`src/rtl/cbt_pkg.sv`:
```
`timescale 1ns / 1ps
package cbt_pkg;
  localparam int MaxKeys  = 1024;
  localparam int KeyBytes = 5;
  localparam int KeyBits  = 8 * KeyBytes;
  localparam int IdxW     = $clog2(MaxKeys);
  localparam int CntW     = IdxW + 1;
  localparam int PosW     = $clog2(KeyBits);
  localparam int LinkW    = IdxW + 1;
  localparam int NodeW    = 2 * LinkW + PosW;
  localparam logic [7:0] ByteMask = 8'd255;

  typedef logic [KeyBits-1:0] key_t;
  typedef logic [LinkW-1:0]   link_t;
  typedef logic [IdxW-1:0]    idx_t;
  typedef logic [PosW-1:0]    pos_t;

  typedef struct packed {
    link_t child1;
    link_t child0;
    pos_t  pos;
  } node_t;

  typedef enum logic [2:0] {
    StInserted  = 3'd0,
    StDuplicate = 3'd1,
    StFound     = 3'd2,
    StNotFound  = 3'd3,
    StFull      = 3'd4
  } status_e;

  typedef enum logic [0:0] {
    OpInsert = 1'b0,
    OpLookup = 1'b1
  } op_e;

  typedef enum logic [3:0] {
    S_IDLE, S_DREQ, S_DWAIT, S_LREQ, S_LWAIT, S_DIFF,
    S_WREQ, S_WWAIT, S_SPLICE, S_OUT
  } state_e;

  // Controller commands to the datapath
  typedef struct packed {
    logic load;       // capture incoming item
    logic node_step;  // follow child of read node
    logic diff_step;  // scan one byte for first difference
    logic walk_init;  // restart walk from root
    logic walk_step;  // follow child during splice walk
    logic splice;     // write leaf, node, parent link
    logic first;      // store first key in empty tree
    logic set_result; // latch status computed in datapath
  } cmd_t;

  // Datapath status back to controller
  typedef struct packed {
    logic is_lookup;
    logic empty;
    logic full;
    logic link_inner;
    logic node_stop;  // read node tests a later bit than the split
    logic keys_equal;
    logic diff_done;
  } sts_t;

  function automatic logic key_bit(key_t k, pos_t p);
    return k[KeyBits-1-int'(p)];
  endfunction
endpackage

```
`src/rtl/cbt_ctrl.sv`:
```
`timescale 1ns / 1ps
module cbt_ctrl (
  input  logic          clk_i,
  input  logic          rst_ni,
  input  logic          in_valid_i,
  output logic          in_stall_o,
  output logic          out_valid_o,
  input  logic          out_stall_i,
  input  cbt_pkg::sts_t sts_i,
  output cbt_pkg::cmd_t cmd_o
);
  import cbt_pkg::*;

  state_e state_q, state_d;

  // Advance state
  always_ff @(posedge clk_i or negedge rst_ni) begin
    if (!rst_ni) state_q <= S_IDLE;
    else         state_q <= state_d;
  end

  // Next state
  always_comb begin
    state_d = state_q;
    unique case (state_q)
      S_IDLE:  if (in_valid_i) state_d = S_DREQ;
      S_DREQ: begin
        if (sts_i.empty) state_d = S_OUT;
        else if (sts_i.link_inner) state_d = S_DWAIT;
        else state_d = S_LREQ;
      end
      S_DWAIT: state_d = S_DREQ;
      S_LREQ:  state_d = S_LWAIT;
      S_LWAIT: begin
        if (sts_i.keys_equal || sts_i.is_lookup || sts_i.full) state_d = S_OUT;
        else state_d = S_DIFF;
      end
      S_DIFF:  if (sts_i.diff_done) state_d = S_WREQ;
      S_WREQ:  state_d = sts_i.link_inner ? S_WWAIT : S_SPLICE;
      S_WWAIT: state_d = sts_i.node_stop ? S_SPLICE : S_WREQ;
      S_SPLICE: state_d = S_OUT;
      S_OUT:   if (!out_stall_i) state_d = S_IDLE;
      default: state_d = S_IDLE;
    endcase
  end

  // Outputs
  always_comb begin
    cmd_o       = '0;
    in_stall_o  = 1'b1;
    out_valid_o = 1'b0;
    unique case (state_q)
      S_IDLE: begin
        in_stall_o  = 1'b0;
        cmd_o.load  = in_valid_i;
      end
      S_DREQ: begin
        cmd_o.first   = sts_i.empty && !sts_i.is_lookup;
        cmd_o.set_result = sts_i.empty;
      end
      S_DWAIT:  cmd_o.node_step = 1'b1;
      S_LREQ:   ;
      S_LWAIT:  cmd_o.set_result = 1'b1;
      S_DIFF: begin
        cmd_o.diff_step = 1'b1;
        cmd_o.walk_init = sts_i.diff_done;
      end
      S_WREQ:   ;
      S_WWAIT:  cmd_o.walk_step = !sts_i.node_stop;
      S_SPLICE: cmd_o.splice = 1'b1;
      S_OUT:    out_valid_o = 1'b1;
      default:  ;
    endcase
  end
endmodule

```
`config.mk`:
```
export PLATFORM = sky130hd
export DESIGN_NAME = cbt_ctrl
export DESIGN_NICKNAME = d
export VERILOG_FILES = /design/src/rtl/cbt_pkg.sv /design/src/rtl/cbt_ctrl.sv
export SDC_FILE = /design/constraint.sdc
export NUM_CORES = 1
export LEC_CHECK = 0
export BUFFER_PORTS_ARGS = -buffer_cell sky130_fd_sc_hd__buf_4
export CORE_AREA = 5 5 42 44
export CTS_BUF_LIST = sky130_fd_sc_hd__clkbuf_8
export DETAILED_ROUTE_END_ITERATION = 6
export DIE_AREA = 0 0 47 49
export PLACE_DENSITY = 0.6
export SYNTH_ARGS = -nofsm -noshare
export SYNTH_HDL_FRONTEND = slang
export SYNTH_SLANG_ARGS = --single-unit
export TNS_END_PERCENT = 50
```
`constraint.sdc`:
```
create_clock -name clk_i -period 2.6 [get_ports clk_i]
set_clock_uncertainty 0.15 [all_clocks]
set_input_delay 0.52 -clock clk_i [delete_from_list [all_inputs] [get_ports clk_i]]
set_output_delay 0.52 -clock clk_i [all_outputs]
set_load 0.05 [all_outputs]
```
-- Yosys cells after proc, flatten, opt, wreduce, memory -nomap -nowiden
Cells that the tools add are included.
- register bits: 4
- latch bits: 0
- memory bits (writable): 0
- ROM bits: 0
- output and inout bits: 10
- logic and storage cells: 38
- memories kept: 0
- $add $sub $neg: 0
- multipliers: 0
- div/mod/pow operators: 0
- magnitude comparators: 0
- equality and inequality tests: 12
- shift-type cells: 0
- multiplexer cells: 18
- bitwise logic cells: 0
- reductions and logical operators: 7
- operators by type and width (operator ; number):
    $pmux W4 S10 ; 1
    $mux W4 ; 7
    $eq A4 B3 Y1 const B ; 4
    $eq A4 B2 Y1 const B ; 2
    $eq A4 B4 Y1 const B ; 2
    $mux W1 ; 8
    $ne A2 B2 Y1 const B ; 3
    $eq A4 B1 Y1 const B ; 1
    $logic_not A4 Y1 ; 1
    $reduce_and A3 Y1 ; 1
    $logic_not A1 Y1 ; 2
    $logic_or A1 B1 Y1 ; 2
    $mux W2 ; 1
    $pmux W1 S2 ; 1
    $logic_and A1 B1 Y1 ; 1

-- Depth between registers and ports, before layout
Gate-level depths: netlist of run 1.
- word-level depth: 4
- mapped depth: 5

-- Worst setup path after synthesis of run 1
Ideal clock, no wire load.
- kind: register to output
- start: register state_q[0]
- end: output cmd_o[6] (netlist name)
- arrival time: 2.272 ns
- setup slack: -0.342 ns
- cell stages (with the launch flop): 3
- path buffers: 1
- path through: dfrtp_1 buf_4 nor4b_1
- RTL lines (item ; line ; RTL):
    start: declaration ; cbt_ctrl.sv:14 ; state_e state_q, state_d;
    start signal: assignment ; cbt_ctrl.sv:19 ; else state_q <= state_d;
    end: declaration ; cbt_ctrl.sv:10 ; output cbt_pkg::cmd_t cmd_o

==> impl_results.md, run 1 <==
* Outcome: finished clean
* Post-synth top area share at between 20% and 30%
* Total grt overflow at 0
* Worst skew pair latency at between 200 and 250 ps
* Share of post-route cells with drive strength above 1 at around a third
* Initial Util at between 20 and 30%
* Post-synthesis sequential area ratio at around 24%
* Routed Antenna Nets at 0
* DR DRC count at 0
* WL final at ~1100 um
* Full die area at 2300 sq um
* Worst hold path class: primary input to asynchronous set/reset pin
* Ys Warns at 0
* Num CTS Buffers at 3
* Top cells by area, synth: dfrtp_1 24%, nand2_1 6.3%, nor3_1 6.0%, nor2_1 5.4%, a311o_1 4.8%
* Vias at 482
* Synthesis-to-layout area growth at 47.4%
* Clock transition at path regs at about 30 ps
* Die width at 47 um
* CP max-delay cell: dfrtp_1
* Utilization after layout at 43.6%
* # nets final at 88
* Slowest stage delay, CP at 640 ps
* Final count of pins violating max slew at 0
* Antenna cells at 0
* CTS H-tree depth at 1
* Height of the die at between 40 and 50 um
* Layout fillers at roughly 160
* Syn_area_per_cell at between 7 and 8 sq um
* Tmin final at approximately 2200 ps
* Vias in the first global route at roughly 460
* Site Rows at 14
* CTS tree: yes
* CP Launch Type: register
* Max FFs per register at 4
* Mapped Area at between 400 and 500 sq um
* Final period util at around 85%
* Static leakage power at approximately 0.28 nW
* Syn_nets at 66
* Placement Cell Area at around 560 sq um
* Slew @ Worst Pin at around 490 ps
* Peak VDD IR at around 0.00085 V
* Crit Path Category: register to output pin
* Unique masters post-synth at 27
* Core area at around 1400 sq um
* Final number of hold-violating endpoints at 0
* Clk sinks at 4
* # hold bufs at CTS at 1
* Hpwl dp at around 870 um
* Antenna violations before repair at 0
* # setup viols final at 0
* DR WL/cell at roughly 13 um
* Crit. End Element: output pin
* Area of the multi-input gates at 282 sq um
* Number of setup buffers added after CTS at 0
* Crit-path leading delay family: flip-flops
* Largest regs: state_q: 4 flops
* Resized Gates After CTS at 0
* First-pass DRT Iterations at 4
* Rel. slew slack at between 60 and 70%
* Clock Path Buffers at 2
* Flops & latches, synth at 4
* Reg area at about 100 sq um
* Maxcap violations at 0
* RSZ-0062 raised after global routing: false
* Maximum fanout along the worst path at 16
* RR Startpoint: state_q[2]$_DFFE_PN0P_
* Post-synth EDFFs at 0
* Largest net degree at the start of global routing at 17
* Cell Pwr Density at roughly 1300 nW/um^2
* Global-route usage over all layers at 11.4%
* Top reg by flops: state_q
* Routability congestion estimate at 0.815
* Data arrival, critical path at between 1500 and 2000 ps
* Worst path bufs/invs at 1
* PortBufs at 20
* Post-route cell area at roughly 610 sq um
* Yosys top cell by area: dfrtp_1
* Setup TNS at 0 ps
* Top_reg_cell synth: dfrtp_1
* First-iteration detailed-routing DRC count at 7
* Worst path cell trace: nor2b_1 > nand2_1 > nor3_1 > buf_4
* Crit. Startpoint: state_q[0]$_DFFE_PN0P_
* Post-Synthesis Cells at 55
* Fmax at 0.452 GHz
* Root Driver: clkbuf_8
* Top Ports at 21
* Worst Path Required at around 1900 ps
* Via/cell ratio at between 5 and 6
* First-pass GRT wire length at between 1500 and 2000 um
* Ys async rst share at 100%
## Yosys cell counts (2+ instances only)
library cell and number:
nor2_1 6, o22ai_1 2, buf_4 2, nand2_1 7, nor2b_1 2, nand2b_1 2
dfrtp_1 4, a311o_1 2, mux2i_1 2, o21ai_1 3, and3_1 2, a21oi_1 2
nor3_1 5
## metrics by stage
step	setup WS, ps	cells	power [mW]	hold WS (ps)
finish	389	91	0.800	483
global route	298	91	0.853	496
CTS	378	91	0.805	477
detailed placement	622	87	0.670	168
global placement	637	87	0.667	166
floorplan	19.1	55	0.565	74.4
## area by class of cell
type,count,share of cell area (%)
clock buffer,3,6.76
timing repair buffer,21,26.2
sequential,4,16.4
tap,16,3.28
multi-input combinational,45,46.1
inverter,2,1.23
## final timing paths
check	to	slack (ps)	depth (start not counted)
worst max-delay path	cmd_o[1]	390	4
min in group clk_i	state_q[0]$_DFFE_PN0P_	490	4
worst min register to register	state_q[2]$_DFFE_PN0P_	610	1
worst max register to register	state_q[1]$_DFFE_PN0P_	1030	4
worst min-delay path	state_q[0]$_DFFE_PN0P_	480	2
max in group asynchronous	state_q[3]$_DFFE_PN0P_	1710	2
## power breakdown
group | total, mW | internal, mW | leakage, nW | switching [mW]
clock network | 0.130 | 0.0986 | 0.0216 | 0.0311
registers | 0.184 | 0.0872 | 0.0508 | 0.0969
logic | 0.486 | 0.191 | 0.211 | 0.295
## placed cells by master, fill, tap and decap left out, drive strengths merged, types with 3 or more instances in the layout
cell,instances
buf,20
clkbuf,3
dfrtp,4
nand2,7
nand2b,3
nor2,6
nor3,6
o21ai,3
## layer usage
metal  global-route usage (%)  wire length, um
met2                     15.2              543
met3                     3.32              130
met4                     8.29               22
met5                        0                0
met1                     14.9              450
## cell families (layout without fill, tap and decap cells)
kind of cell	Yosys count	count (layout)	share of synthesized area [%]
and+or+nand+nor	29	29	37.8
AOI/OAI and AO/OA	14	14	23.9
muxes	2	2	4.83
DFF	4	4	24.2
buffers and inverters	6	26	9.36
(Power assumes the default switching activity.)
==> run 2: changes to the inputs <==
- CAP_MARGIN: not set -> 10
- CTS_BUF_LIST: sky130_fd_sc_hd__clkbuf_8 -> sky130_fd_sc_hd__clkbuf_16
==> impl_results.md, run 2 (synthesis results as in run 1) <==
* Outcome: finished clean (unchanged)
* Routability congestion estimate at 0.815 (unchanged)
* Combinational share of power at 53.2% (was 60.8%)
* Peak VDD IR at 0.000865 V (was 0.000849 V)
* Crit. End Element: output pin (unchanged)
* First-pass GRT wire length at 1900 um (unchanged)
* Share of post-route cells with drive strength above 1 at 34.7% (unchanged)
* Height of the die at 49 um (unchanged)
* Top reg by flops: state_q (unchanged)
* CP Launch Type: register (unchanged)
* WL final at 1170 um (was 1150 um)
* Final period util at 85.9% (was 85.0%)
* # setup viols final at 0 (unchanged)
* Non-Filler Instances at 91 (unchanged)
* Most common cell after layout, fill and taps aside: buf_4 (unchanged)
* Static leakage power at 0.299 nW (was 0.283 nW)
* Data arrival, critical path at 1560 ps (was 1540 ps)
* DR WL/cell at 12.9 um (was 12.6 um)
* Seq pwr share at 20.2% (was 23.0%)
* DR DRC count at 0 (unchanged)
* PnR Total Power at 0.915 mW (was 0.800 mW)
* Worst skew pair latency at 230 ps (was 220 ps)
* Rel. slew slack at 66.2% (was 67.3%)
* Site Rows at 14 (unchanged)
* Initial Util at 29.6% (unchanged)
* Vias at 475 (was 482)
* Clock Path Buffers at 2 (unchanged)
* Largest net degree at the start of global routing at 17 (unchanged)
* Tmin final at 2230 ps (was 2210 ps)
* Top Ports at 21 (unchanged)
* Max FFs per register at 4 (unchanged)
* Largest regs: state_q: 4 flops (unchanged)
* Worst Path Required at 1930 ps (about the same)
* Antenna violations before repair at 0 (unchanged)
* Routed Antenna Nets at 0 (unchanged)
* Maxcap violations at 0 (unchanged)
* CTS tree: yes (unchanged)
* Maximum fanout along the worst path at 16 (unchanged)
* Die width at 47 um (unchanged)
* Post-route cell area at 644 sq um (was 611 sq um)
* Placed insts at 87 (unchanged)
* Cell Pwr Density at 1420 nW/um^2 (was 1310 nW/um^2)
* Hpwl dp at 867 um (unchanged)
* Worst hold path class: primary input to asynchronous set/reset pin (unchanged)
* PortBufs at 20 (unchanged)
* Final count of pins violating max slew at 0 (unchanged)
* Proportion of power drawn by the clock network at 26.6% (was 16.2%)
* Clk sinks at 4 (unchanged)
* Via/cell ratio at 5.22 (was 5.30)
* Synthesis-to-layout area growth at 55.6% (was 47.4%)
* Setup TNS at 0 ps (unchanged)
* Num CTS Buffers at 3 (unchanged)
* Slew @ Worst Pin at 507 ps (was 490 ps)
* First-iteration detailed-routing DRC count at 16 (was 7)
* Fmax at 0.448 GHz (was 0.452 GHz)
* Full die area at 2300 sq um (unchanged)
* Total net switching power at 0.440 mW (was 0.423 mW)
* Crit Path Category: register to output pin (unchanged)
* Final number of hold-violating endpoints at 0 (unchanged)
* Clock transition at path regs at 30 ps (about the same)
* Antenna cells at 0 (unchanged)
* Commonest cells after routing, fill and taps aside: 20 x buf_4, 7 x nand2_1, 6 x nor2_1 (unchanged)
* Sw Ratio at 48.1% (was 52.9%)
* RSZ-0062 raised after global routing: false (unchanged)
* Placement Cell Area at 559 sq um (unchanged)
* CTS H-tree depth at 1 (unchanged)
* Core area at 1400 sq um (unchanged)
* Internal at 0.475 mW (was 0.377 mW)
* Vias in the first global route at 447 (was 455)
* Resized Gates After CTS at 0 (unchanged)
* Root Driver: clkbuf_16 (was clkbuf_8)
* # nets final at 88 (unchanged)
* Total grt overflow at 0 (unchanged)
* First-pass DRT Iterations at 4 (unchanged)
* Global-route usage over all layers at 11.9% (was 11.4%)
run 2: cell counts in the layout (fill, tap and decap cells not counted):
No cell type changed its count.
run 2: area by class of cell:
type	count	area [sq um]
Multi-Input combinational cell	45	282
Fill cell	152	757
Inverter	2	7.51
Timing Repair Buffer	21	160
Clock buffer	3	75.1
Tap cell	16	20.0
Sequential cell	4	100
run 2: power by group through the flow:
stage               Sequential [mW]  Clock (mW)  Combinational (mW)
floorplan                     0.117           0               0.448
global placement              0.183           0               0.484
detailed placement            0.185           0               0.485
CTS                           0.184       0.249               0.488
global route                  0.197       0.252               0.517
finish                        0.185       0.243               0.487
run 2: metrics by stage:
| step | hold slack (ps) | util [%] | setup slack, ps |
|---|---|---|---|
| 2_1_floorplan | 74.4 | - | 19.1 |
| 3_3_place_gp | 166 | 39.9 | 637 |
| 3_5_place_dp | 168 | 39.9 | 622 |
| 4_1_cts | 465 | 46.0 | 366 |
| 5_1_grt | 488 | 46.0 | 289 |
| 6_report | 473 | 46.0 | 366 |
run 2: path summary, 6_finish.rpt:
| check | cells after the start | start | end | slack [ps] |
|---|---|---|---|---|
| max in group asynchronous | 2 | rst_ni | state_q[3]$_DFFE_PN0P_ | 1720 |
| worst min register to register | 1 | state_q[3]$_DFFE_PN0P_ | state_q[2]$_DFFE_PN0P_ | 610 |
| worst min-delay path | 2 | rst_ni | state_q[0]$_DFFE_PN0P_ | 470 |
| min in group clk_i | 4 | sts_i[0] | state_q[0]$_DFFE_PN0P_ | 480 |
| worst max-delay path | 4 | state_q[0]$_DFFE_PN0P_ | cmd_o[1] | 370 |
| worst max register to register | 4 | state_q[2]$_DFFE_PN0P_ | state_q[1]$_DFFE_PN0P_ | 1030 |
run 2: layer usage:
layer | track usage [%] | up-vias | part of all wire [%]
met5 | 0 | - | 0
met3 | 4.43 | 4 | 11
met1 | 14.9 | 205 | 41
met2 | 14.7 | 23 | 45
li1 | - | 243 | -
met4 | 11.1 | 0 | 3.2
run 2: what timing repair did:
item / CTS / global route
setup buffers: 0 / 0
hold buffers: 1 / 0
hold endpoints to repair: 4 / 0
run 2: critical path, cell delays in order, from the launching register on:
cell	delay [ps]
dfrtp_1	650
nor2b_1	230
nand2_1	90
nor3_1	140
buf_4	220
==> run 3: changes to the inputs <==
- PLACE_DENSITY: 0.6 -> 0.62
- clock period: 2.6 -> 1.9 ns (I/O delays scaled with it)
==> impl_results.md, run 3 (synthesis results as in run 1) <==
* Met2 WL post-DR at 640 um (was 522 um)
* Routability congestion estimate at 0.913 (was 0.815)
* PnR Total Power at 1.39 mW (was 0.915 mW)
* Worst hold path class: primary input to register (was primary input to asynchronous set/reset pin)
* Global-route usage over all layers at 13.0% (was 11.9%)
* # setup viols final at 0 (unchanged)
* R2r endpoint: state_q[1]$_DFFE_PN0P_ (unchanged)
* Num CTS Buffers at 3 (unchanged)
* Maxcap violations at 0 (unchanged)
* Data arrival, critical path at 1330 ps (was 1560 ps)
* First-pass DRT Iterations at 4 (unchanged)
* Synthesis-to-layout area growth at 78.2% (was 55.6%)
* Vias at 528 (was 475)
* Top Ports at 21 (unchanged)
* Via/cell ratio at 5.39 (was 5.22)
* Hold Slack at 337 ps (was 473 ps)
* CP Launch Type: register (unchanged)
* Die width at 47 um (unchanged)
* Top reg by flops: state_q (unchanged)
* Final number of hold-violating endpoints at 0 (unchanged)
* Final period util at around 100%
* Max Used Layer: met3 (was met4)
* Routed Antenna Nets at 0 (unchanged)
* Worst Path Required at 1370 ps (was 1930 ps)
* Max FFs per register at 4 (unchanged)
* Crit. End Element: output pin (unchanged)
* Crit Path Category: register to output pin (unchanged)
* PortBufs at 20 (unchanged)
* RR Startpoint: state_q[1]$_DFFE_PN0P_ (was state_q[2]$_DFFE_PN0P_)
* DR WL/cell at 13.6 um (was 12.9 um)
* Hold path depth at 4
* Height of the die at 49 um (unchanged)
* Setup TNS at 0 ps (unchanged)
* Clock transition at path regs at 30 ps (about the same)
* Worst skew pair latency at 220 ps (was 230 ps)
* Rel. slew slack at 77.9% (was 66.2%)
* Vias in the first global route at 512 (was 447)
* Core area at 1400 sq um (unchanged)
* Hold_sp: sts_i[0]
* Largest regs: state_q: 4 flops (unchanged)
* Cell Pwr Density at 1890 nW/um^2 (was 1420 nW/um^2)
* Tmin final at approximately 1900 ps
* M1 wire length at 545 um (was 482 um)
* Share of post-route cells with drive strength above 1 at 52.4% (was 34.7%)
* Full die area at 2300 sq um (unchanged)
* DR DRC count at 0 (unchanged)
* Worst setup path endpoint: cmd_o[6] (was cmd_o[1])
* PnR worst setup slack at 39.9 ps (was 366 ps)
* Metal3 WL at 151 um (was 126 um)
* Clk sinks at 4 (unchanged)
* Fmax at about 0.54 GHz
* Commonest cells after routing, fill and taps aside: 26 x buf_4, 7 x nand2_1 (was 20 x buf_4, 7 x nand2_1, 6 x nor2_1)
* Dpl ws at 98.4 ps (was 622 ps)
* Antenna cells at 0 (unchanged)
* Static leakage power at 0.340 nW (was 0.299 nW)
* CTS tree: yes (unchanged)
* Most common cell after layout, fill and taps aside: buf_4 (unchanged)
* R2r worst-path depth at 5 (was 4)
* Outcome: finished clean (unchanged)
* Hpwl dp at 972 um (was 867 um)
* Largest net degree at the start of global routing at 14 (was 17)
* # nets final at 95 (was 88)
* CTS H-tree depth at 1 (unchanged)
* Final count of pins violating max slew at 0 (unchanged)
* Crit. Startpoint: state_q[0]$_DFFE_PN0P_ (unchanged)
* First-iteration detailed-routing DRC count at 5 (was 16)
* Root Driver: clkbuf_16 (unchanged)
* R2R Setup Slk at 440 ps (was 1030 ps)
* First-pass GRT wire length at 2200 um (was 1900 um)
* WL final at 1340 um (was 1170 um)
* Clock Path Buffers at 2 (unchanged)
* Peak VDD IR at 0.00117 V (was 0.000865 V)
* Slew @ Worst Pin at 330 ps (was 507 ps)
* Initial Util at 29.6% (unchanged)
* Antenna violations before repair at 0 (unchanged)
* Maximum fanout along the worst path at 7 (was 16)
* Site Rows at 14 (unchanged)
* Total grt overflow at 0 (unchanged)
-- run 3: cell count changes in the layout (fill, tap and decap cells not counted) --
cell	delta
buf_4	+6
dfrtp_1	-3
dfrtp_2	+3
nor2_1	-3
nor2_2	+2
nor3_1	-2
and2_1	-1
and2_4	+1
buf_6	+1
nor2_4	+1
nor2b_1	-1
nor2b_2	+1
nor3_2	+1
nor3_4	+1
-- run 3: per-stage QoR --
stage	utilization [%]	instance area (sq um)	std cells
5_1_grt	52.7	738	98
4_1_cts	50.5	708	95
6_report	52.7	738	98
2_1_floorplan	-	447	55
3_5_place_dp	43.4	608	90
3_3_place_gp	43.4	608	90
-- run 3: worst min path at each step --
stage / to / slack [ps]
2_1_floorplan: state_q[0]$_DFFE_PN0P_ / -70
3_3_place_gp: state_q[2]$_DFFE_PN0P_ / 30
3_5_place_dp: state_q[0]$_DFFE_PN0P_ / 30
4_1_cts: state_q[0]$_DFFE_PN0P_ / 340
5_1_grt: state_q[3]$_DFFE_PN0P_ / 370
6_report: state_q[0]$_DFFE_PN0P_ / 340
-- run 3: worst max-delay path, cell delays in order, from the launching register on --
cell and delay, ps:
dfrtp_2 430, buf_4 180, nor4b_2 260, buf_4 240
-- run 3: cell type report --
type,count,area [sq um]
fill,139,663
multi-input combinational,45,315
timing repair buffer,28,216
sequential,4,104
clock buffer,3,75.1
tap,16,20.0
inverter,2,7.51
-- run 3: per-layer routing --
layer,vias to the layer above,track usage (%)
li1,255,-
met1,240,17.0
met2,33,18.1
met3,0,5.90
met4,0,5.07
met5,-,0
-- run 3: what timing repair did --
action | 4_1_cts | 5_1_grt
gates resized for setup | 4 | 3
gates cloned | 0 | 0
hold buffers | 1 | 0
pin swaps | 0 | 0
buffers inserted | 1 | 3
endpoints found under the setup margin | 6 | 2
endpoints found under the hold margin | 4 | 0
-- run 3: where the power goes --
group          internal, mW  switching [mW]
registers             0.126          0.0719
logic                 0.342           0.529
clock network         0.269          0.0556
total                 0.737           0.656
